## config.mk

```make
export PLATFORM = sky130hd
export DESIGN_NAME = dvrt_cell
export DESIGN_NICKNAME = d
export VERILOG_FILES = /design/src/dvrt_pkg.sv /design/src/dvrt_cell.sv
export SDC_FILE = /design/constraint.sdc
export NUM_CORES = 1
export LEC_CHECK = 0
export BUFFER_PORTS_ARGS = -buffer_cell sky130_fd_sc_hd__buf_2
export CAP_MARGIN = 25
export CORE_MARGIN = 4
export CORE_UTILIZATION = 32
export CTS_CLUSTER_DIAMETER = 100
export DETAILED_ROUTE_END_ITERATION = 7
export SLEW_MARGIN = 0
export SYNTH_ARGS = -nofsm -noshare
export SYNTH_HDL_FRONTEND = slang
export SYNTH_SLANG_ARGS = --single-unit
```

## constraint.sdc

```tcl
create_clock -name aclk -period 0.8 [get_ports aclk]
set_clock_uncertainty 0.1 [all_clocks]
set_input_delay 0.2 -clock aclk [delete_from_list [all_inputs] [get_ports aclk]]
set_output_delay 0.2 -clock aclk [all_outputs]
set_load 0.02 [all_outputs]
```

## src/dvrt_pkg.sv

```systemverilog
// Shared types and codes for the distance-vector route table.
`default_nettype none
package dvrt_pkg;

    typedef struct packed {
        logic        valid;
        logic [31:0] ip;
        logic [47:0] dmac;
        logic [47:0] nh;
        logic [7:0]  hops;
        logic [31:0] stamp;
    } ent_t;

    localparam logic [2:0] OP_ADD    = 3'd0;
    localparam logic [2:0] OP_ADVERT = 3'd1;
    localparam logic [2:0] OP_LOOKUP = 3'd2;
    localparam logic [2:0] OP_REMOVE = 3'd3;
    localparam logic [2:0] OP_EXPIRE = 3'd4;
    localparam logic [2:0] OP_CLRCHG = 3'd5;

    localparam logic [3:0] ST_NEW      = 4'd0;
    localparam logic [3:0] ST_UPDATED  = 4'd1;
    localparam logic [3:0] ST_KEPT     = 4'd2;
    localparam logic [3:0] ST_EVICTED  = 4'd3;
    localparam logic [3:0] ST_FULL     = 4'd4;
    localparam logic [3:0] ST_SELF     = 4'd5;
    localparam logic [3:0] ST_WITHDRAW = 4'd6;
    localparam logic [3:0] ST_POISON   = 4'd7;
    localparam logic [3:0] ST_FOUND    = 4'd8;
    localparam logic [3:0] ST_NOTFOUND = 4'd9;
    localparam logic [3:0] ST_REMOVED  = 4'd10;
    localparam logic [3:0] ST_DONE     = 4'd11;

    localparam logic [7:0] POISON_HOPS = 8'd16;
    localparam logic [7:0] DIRECT_HOPS = 8'd1;

endpackage
`default_nettype wire

```

## src/dvrt_cell.sv

```systemverilog
// One route table entry; hands its entry to the next cell on each shift.
`default_nettype none
module dvrt_cell
    import dvrt_pkg::*;
(
    input  wire logic aclk,
    input  wire logic aresetn,
    input  wire logic shift_en,
    input  wire ent_t ent_in,
    output ent_t      ent_out
);

    logic valid_reg;
    ent_t data_reg;

    always_ff @(posedge aclk) begin
        if (!aresetn) begin
            valid_reg <= 1'b0;
        end else if (shift_en) begin
            valid_reg <= ent_in.valid;
        end
    end

    always_ff @(posedge aclk) begin
        if (shift_en) begin
            data_reg <= ent_in;
        end
    end

    always_comb begin
        ent_out       = data_reg;
        ent_out.valid = valid_reg;
    end

endmodule
`default_nettype wire
```

==> results_dict.tcl, run 1 <==
set metrics [dict create \
    ys_seq_area_frac 0.9953 \
    placementRows 45 \
    synthXorXnorAreaFrac 0 \
    clock_sinks 169 \
    dpl.hpwl_mm 10.61 \
    yosysTopAreaCellShare 0.9914 \
    htree_levels 4 \
    yosys_warnings 0 \
    ys_ff_latch 169 \
    gp_congestion 0.7204 \
    ctsResizeCount 143 \
    dp.cells 734 \
    syn-cell-area_mm2 0.005089 \
    cts_buffers 17 \
    synth_fp_nets 344 \
    die_w_um 134.1 \
    start_util 0.3311 \
    postCtsHoldBufs 154 \
    status "did not finish" \
    synthAdderAreaFrac 0 \
    synth_area_leaders "edfxtp_1 (99%), dfxtp_1 (0.39%), mux2i_1 (0.20%)" \
    haltStage "clock tree synthesis (4_1_cts)" \
    synth_mux_area_frac 0.001967 \
    cts_root_buffer "clkbuf_16" \
    portBuffers 340 \
    syn_area_per_cell_um2 29.59 \
    die_h_um 134.1 \
    ios 341 \
    synth_top_cell_by_area "edfxtp_1" \
    firstError "[ERROR RSZ-0060] Max buffer count reached." \
    clockBufferDepth 2 \
    synth_top_family_by_area "multiplexers" \
    synth_cell_types 5 \
    synthCells 172 \
    synth_compound_area_frac 0 \
    cts_setup_buffers 0 \
    yosys.area_share.simple 0.001229 \
]
-- Yosys cell counts --
cell and count:
buf_4 1, dfxtp_1 1, edfxtp_1 168, mux2i_1 1, nor2b_1 1
-- through the flow --
stage          instance area, um2  hold slack, ns  setup TNS [ns]  worst slack, ns
2_1_floorplan                5089          0.1989               0          0.05054
3_3_place_gp                 7193          0.2763          -42.74          -0.2909
3_5_place_dp                 7193          0.2781          -43.59          -0.2877
-- cells by family after synthesis --
kind of cell           Yosys count
and+or+nand+nor                  1
muxes                            1
DFF                            169
buffers and inverters            1
==> inputs of run 2 (changes only) <==
- CORE_UTILIZATION: 32 -> 20
- CTS_CLUSTER_DIAMETER: 100 -> unset
- PLACE_DENSITY_LB_ADDON: unset -> 0.15
==> run 2 against run 1 <==
Effect of this change: the flow now finishes, with violations (negative setup slack); synthesized cell count did not move; area after synthesis did not move.
==> results_dict.tcl, run 2 <==
set metrics [dict create \
    cts_setup_buffers 0 \
    synth_compound_area_frac 0 \
    synth_cell_types 5 \
    yosys.area_share.simple 0.001229 \
    p_sw_w 0.005386 \
    drcViolationCount 0 \
    crit_chain "buf_6" \
    ys_seq_area_frac 0.9953 \
    p_leak_nw 4.343 \
    total_power_w 0.02247 \
    pre_cts_ws_ns -0.3222 \
    first_global_vias 4430 \
    synth_edf_count 168 \
    fin_ws_ns -0.5194 \
    path_clk_slew_ns 0.07 \
    arrival_ns 1.02 \
    die_w_um 167.5 \
    power_frac_seq 0.482 \
    ios 341 \
    gp_congestion 0.7535 \
    yosysTopAreaCellShare 0.9914 \
    rsz0062_at_grt "true" \
    die-area_mm2 0.02806 \
    ys_ff_latch 169 \
    relSlewSlack 0.8554 \
    r2r-end "valid_reg$_SDFFE_PN0P_" \
    register_area_mm2 0.005066 \
    async_flop_share 0 \
    syn_area_per_cell_um2 29.59 \
    largest_reg_flops 168 \
    vias 3767 \
    wl_per_cell_um 15.21 \
    worstReg2RegStart "valid_reg$_SDFFE_PN0P_" \
    synth_mux_area_frac 0.001967 \
    grt_overflow 0 \
    final_cells 1051 \
    grt_max_degree 38 \
    yosys_warnings 0 \
    antenna_found_initial 0 \
    die_h_um 167.5 \
    n_antenna_cell 0 \
    finalCritPeriodShare 1.649 \
    drive_gt1_frac 0.5270 \
    ant_nets 0 \
    p_int_w 0.01708 \
    finalWirelength_mm 15.99 \
    drtIter0Drc 96 \
    synth_fp_nets 344 \
    tritoncts "built" \
    clockBufferDepth 2 \
    grtUsageTotal 0.1107 \
    syn-cell-area_mm2 0.005089 \
    cp_slowest_cell "edfxtp_1" \
    setup_viol 178 \
    violations "negative setup slack" \
    place_area_mm2 0.007322 \
    htree_levels 4 \
    period_needed_ns 1.319 \
    dpl.hpwl_mm 11.38 \
    synth_top_family_by_area "multiplexers" \
    synth_top_cell_by_area "edfxtp_1" \
    tns_ns -74.88 \
    hold_end "ent_out[108]$_DFFE_PP_" \
    core_area_mm2 0.02511 \
    cp.buffers_inverters 1 \
    synth.cells.most_frequent "edfxtp_1 (168), buf_4 (1), dfxtp_1 (1), mux2i_1 (1), nor2b_1 (1)" \
    clkPwrFrac 0.360 \
    portBuffers 340 \
    synth.most_common_cell "edfxtp_1" \
    syn_to_final_growth_pct 105.1 \
    fin_nets 882 \
    cts_root_buffer "clkbuf_16" \
    viasPerCell 3.584 \
    fmax_mhz 757.9 \
    synth_ff_type "edfxtp_1" \
    slew_viol_final 0 \
    tightest_slew_ns 0.2169 \
    worst_setup_path_end_kind "primary output" \
    share_comb_of_total_power 0.158 \
    ir_drop_v 0.001057 \
    min-delay-start "shift_en" \
    status "complete, but fails checks" \
    worstHoldPathCells 1 \
    synth_area_leaders "edfxtp_1 (99%), dfxtp_1 (0.39%), mux2i_1 (0.20%)" \
    crit_family "flip-flops" \
    dp.cells 852 \
    fill_cells 2327 \
    final_cell_mix "buf_2 (204), edfxtp_1 (168), dlygate4sd3_1 (167), buf_6 (135), clkbuf_16 (17)" \
    final_common_cell "buf_2" \
    cp_max_fo 1 \
    insertion_delay_ns 0.41 \
    postLayoutCellArea_mm2 0.01044 \
    synthCells 172 \
    synthAdderAreaFrac 0 \
    p_per_area_mw_per_mm2 2152 \
    cts_buffers 17 \
    p_sw_frac 0.2397 \
    clock_sinks 169 \
    placementRows 58 \
    first_pass_iters 6 \
    synthXorXnorAreaFrac 0 \
    drv_cap 0 \
    rr_worst_depth 2 \
    worst_ep_required_time_ns 0.50 \
    criticalPathCategory "register to primary output" \
    hold_violations 0 \
    cp_slowest_stage_delay_ns 0.44 \
    r2r_setup_slack_ns 0.10 \
    hp-class "primary input to register" \
    grt_pass1_wl_mm 24.03 \
    multi_input_area_um2 16.27 \
    start_util 0.2027 \
    cp-start-kind "register" \
]
==> run 2: per-layer routing <==
metal / track usage / routed length (um) / up-vias
met1: 0.1145 / 5731 / 1770
met3: 0.04556 / 1391 / 17
met4: 0.03917 / 270 / 0
met5: 0 / 0 / -
met2: 0.2014 / 8595 / 202
li1: - / - / 1778
==> run 2: how the worst max path moves through the flow <==
stage | slack (ns) | startpoint | endpoint | depth (start not counted)
after floorplan | 0.05 | ent_out[0]$_DFFE_PP_ | ent_out[0] | 0
after global placement | -0.31 | shift_en | ent_out[157]$_DFFE_PP_ | 2
after detailed placement | -0.32 | shift_en | ent_out[157]$_DFFE_PP_ | 2
after CTS | -0.55 | ent_out[24]$_DFFE_PP_ | ent_out[24] | 1
after global routing | -0.56 | ent_out[24]$_DFFE_PP_ | ent_out[24] | 1
final | -0.52 | ent_out[24]$_DFFE_PP_ | ent_out[24] | 1
==> run 2: through the flow <==
stage / hold WS [ns] / utilization
after floorplan: 0.1989 / -
after global placement: 0.2773 / 0.2916
after detailed placement: 0.2781 / 0.2916
after CTS: 0.02113 / 0.4031
after global routing: 0.02334 / 0.4157
final: 0.04515 / 0.4157
==> run 2: kinds of logic after synthesis <==
group	Yosys count
buffers and inverters	1
flip-flops	169
multiplexers	1
AND/OR/NAND/NOR	1
==> run 2: power groups by stage <==
stage / logic [W] / clock network, W / registers, W
after global placement: 0.00230 / 0 / 0.0109
final: 0.00355 / 0.00809 / 0.0108
after CTS: 0.00336 / 0.00841 / 0.0108
after floorplan: 0.0000129 / 0 / 0.0118
after global routing: 0.00374 / 0.00878 / 0.0109
after detailed placement: 0.00232 / 0 / 0.0109
==> run 2: timing repair <==
item / CTS / global route
hold endpoints to repair: 169 / 0
hold buffers: 170 / 0
setup endpoints to repair: 169 / 173
resized for setup: 169 / 103
==> run 2: layout make-up <==
class | count | share of cell area
Sequential cell | 169 | 0.4854
Clock inverter | 12 | 0.01367
Timing Repair Buffer | 520 | 0.4187
Clock buffer | 18 | 0.04112
Multi-Input combinational cell | 2 | 0.001558
Tap cell | 330 | 0.03956
Power figures use the tool's default switching activity.
==> inputs of run 3 (changes only) <==
- CORE_AREA: unset -> 4 4 131 133
- CORE_MARGIN: 4 -> unset
- CORE_UTILIZATION: 20 -> unset
- DIE_AREA: unset -> 0 0 135 137
- REMOVE_ABC_BUFFERS: unset -> 1
==> run 3 against run 2 <==
Effect of this change: area after synthesis is the same; synthesized cell count is the same; the run now fails in clock tree synthesis (4_1_cts).
==> results_dict.tcl, run 3 <==
set metrics [dict create \
    status "did not finish" \
    haltStage "clock tree synthesis (4_1_cts)" \
    firstError "[ERROR RSZ-0060] Max buffer count reached." \
    ctsResizeCount 161 \
    synth.most_common_cell "edfxtp_1" \
    ys_ff_latch 169 \
    postCtsHoldBufs 155 \
    synth.cells.most_frequent "edfxtp_1 (168), buf_4 (1), dfxtp_1 (1), mux2i_1 (1), nor2b_1 (1)" \
    synth_mux_area_frac 0.001967 \
    synth_area_leaders "edfxtp_1 (99%), dfxtp_1 (0.39%), mux2i_1 (0.20%)" \
    synth_compound_area_frac 0 \
    die_w_um 135 \
    start_util 0.3215 \
    pre_cts_ws_ns -0.3314 \
    synth_edf_count 168 \
    cts_setup_buffers 0 \
    gp_congestion 0.7647 \
    yosys.area_share.simple 0.001229 \
    clock_sinks 169 \
    placementRows 46 \
    syn_area_per_cell_um2 29.59 \
    synth_top_family_by_area "multiplexers" \
    synth_top_cell_by_area "edfxtp_1" \
    yosys_warnings 0 \
    synth_cell_types 5 \
    syn-cell-area_mm2 0.005089 \
    die_h_um 137 \
    cts_root_buffer "clkbuf_16" \
    synth_ff_type "edfxtp_1" \
    ys_seq_area_frac 0.9953 \
    synthCells 172 \
    ios 341 \
    synthXorXnorAreaFrac 0 \
    portBuffers 340 \
    yosysTopAreaCellShare 0.9914 \
    cts_buffers 17 \
    async_flop_share 0 \
    synthAdderAreaFrac 0 \
    htree_levels 4 \
    place_area_mm2 0.007167 \
    dpl.hpwl_mm 10.92 \
    clockBufferDepth 2 \
]
==> run 3: cell counts after synthesis <==
Identical to the previous run, type by type.
==> run 3: per-stage QoR <==
| stage | instances | hold WS [ns] | setup TNS [ns] |
|---|---|---|---|
| 2_1_floorplan | 171 | 0.1989 | 0 |
| 3_3_place_gp | 738 | 0.2767 | -46.02 |
| 3_5_place_dp | 738 | 0.2781 | -47.76 |
==> run 3: logic make-up after synthesis <==
logic type | after synthesis
buffers and inverters | 1
muxes | 1
and+or+nand+nor | 1
DFF | 169
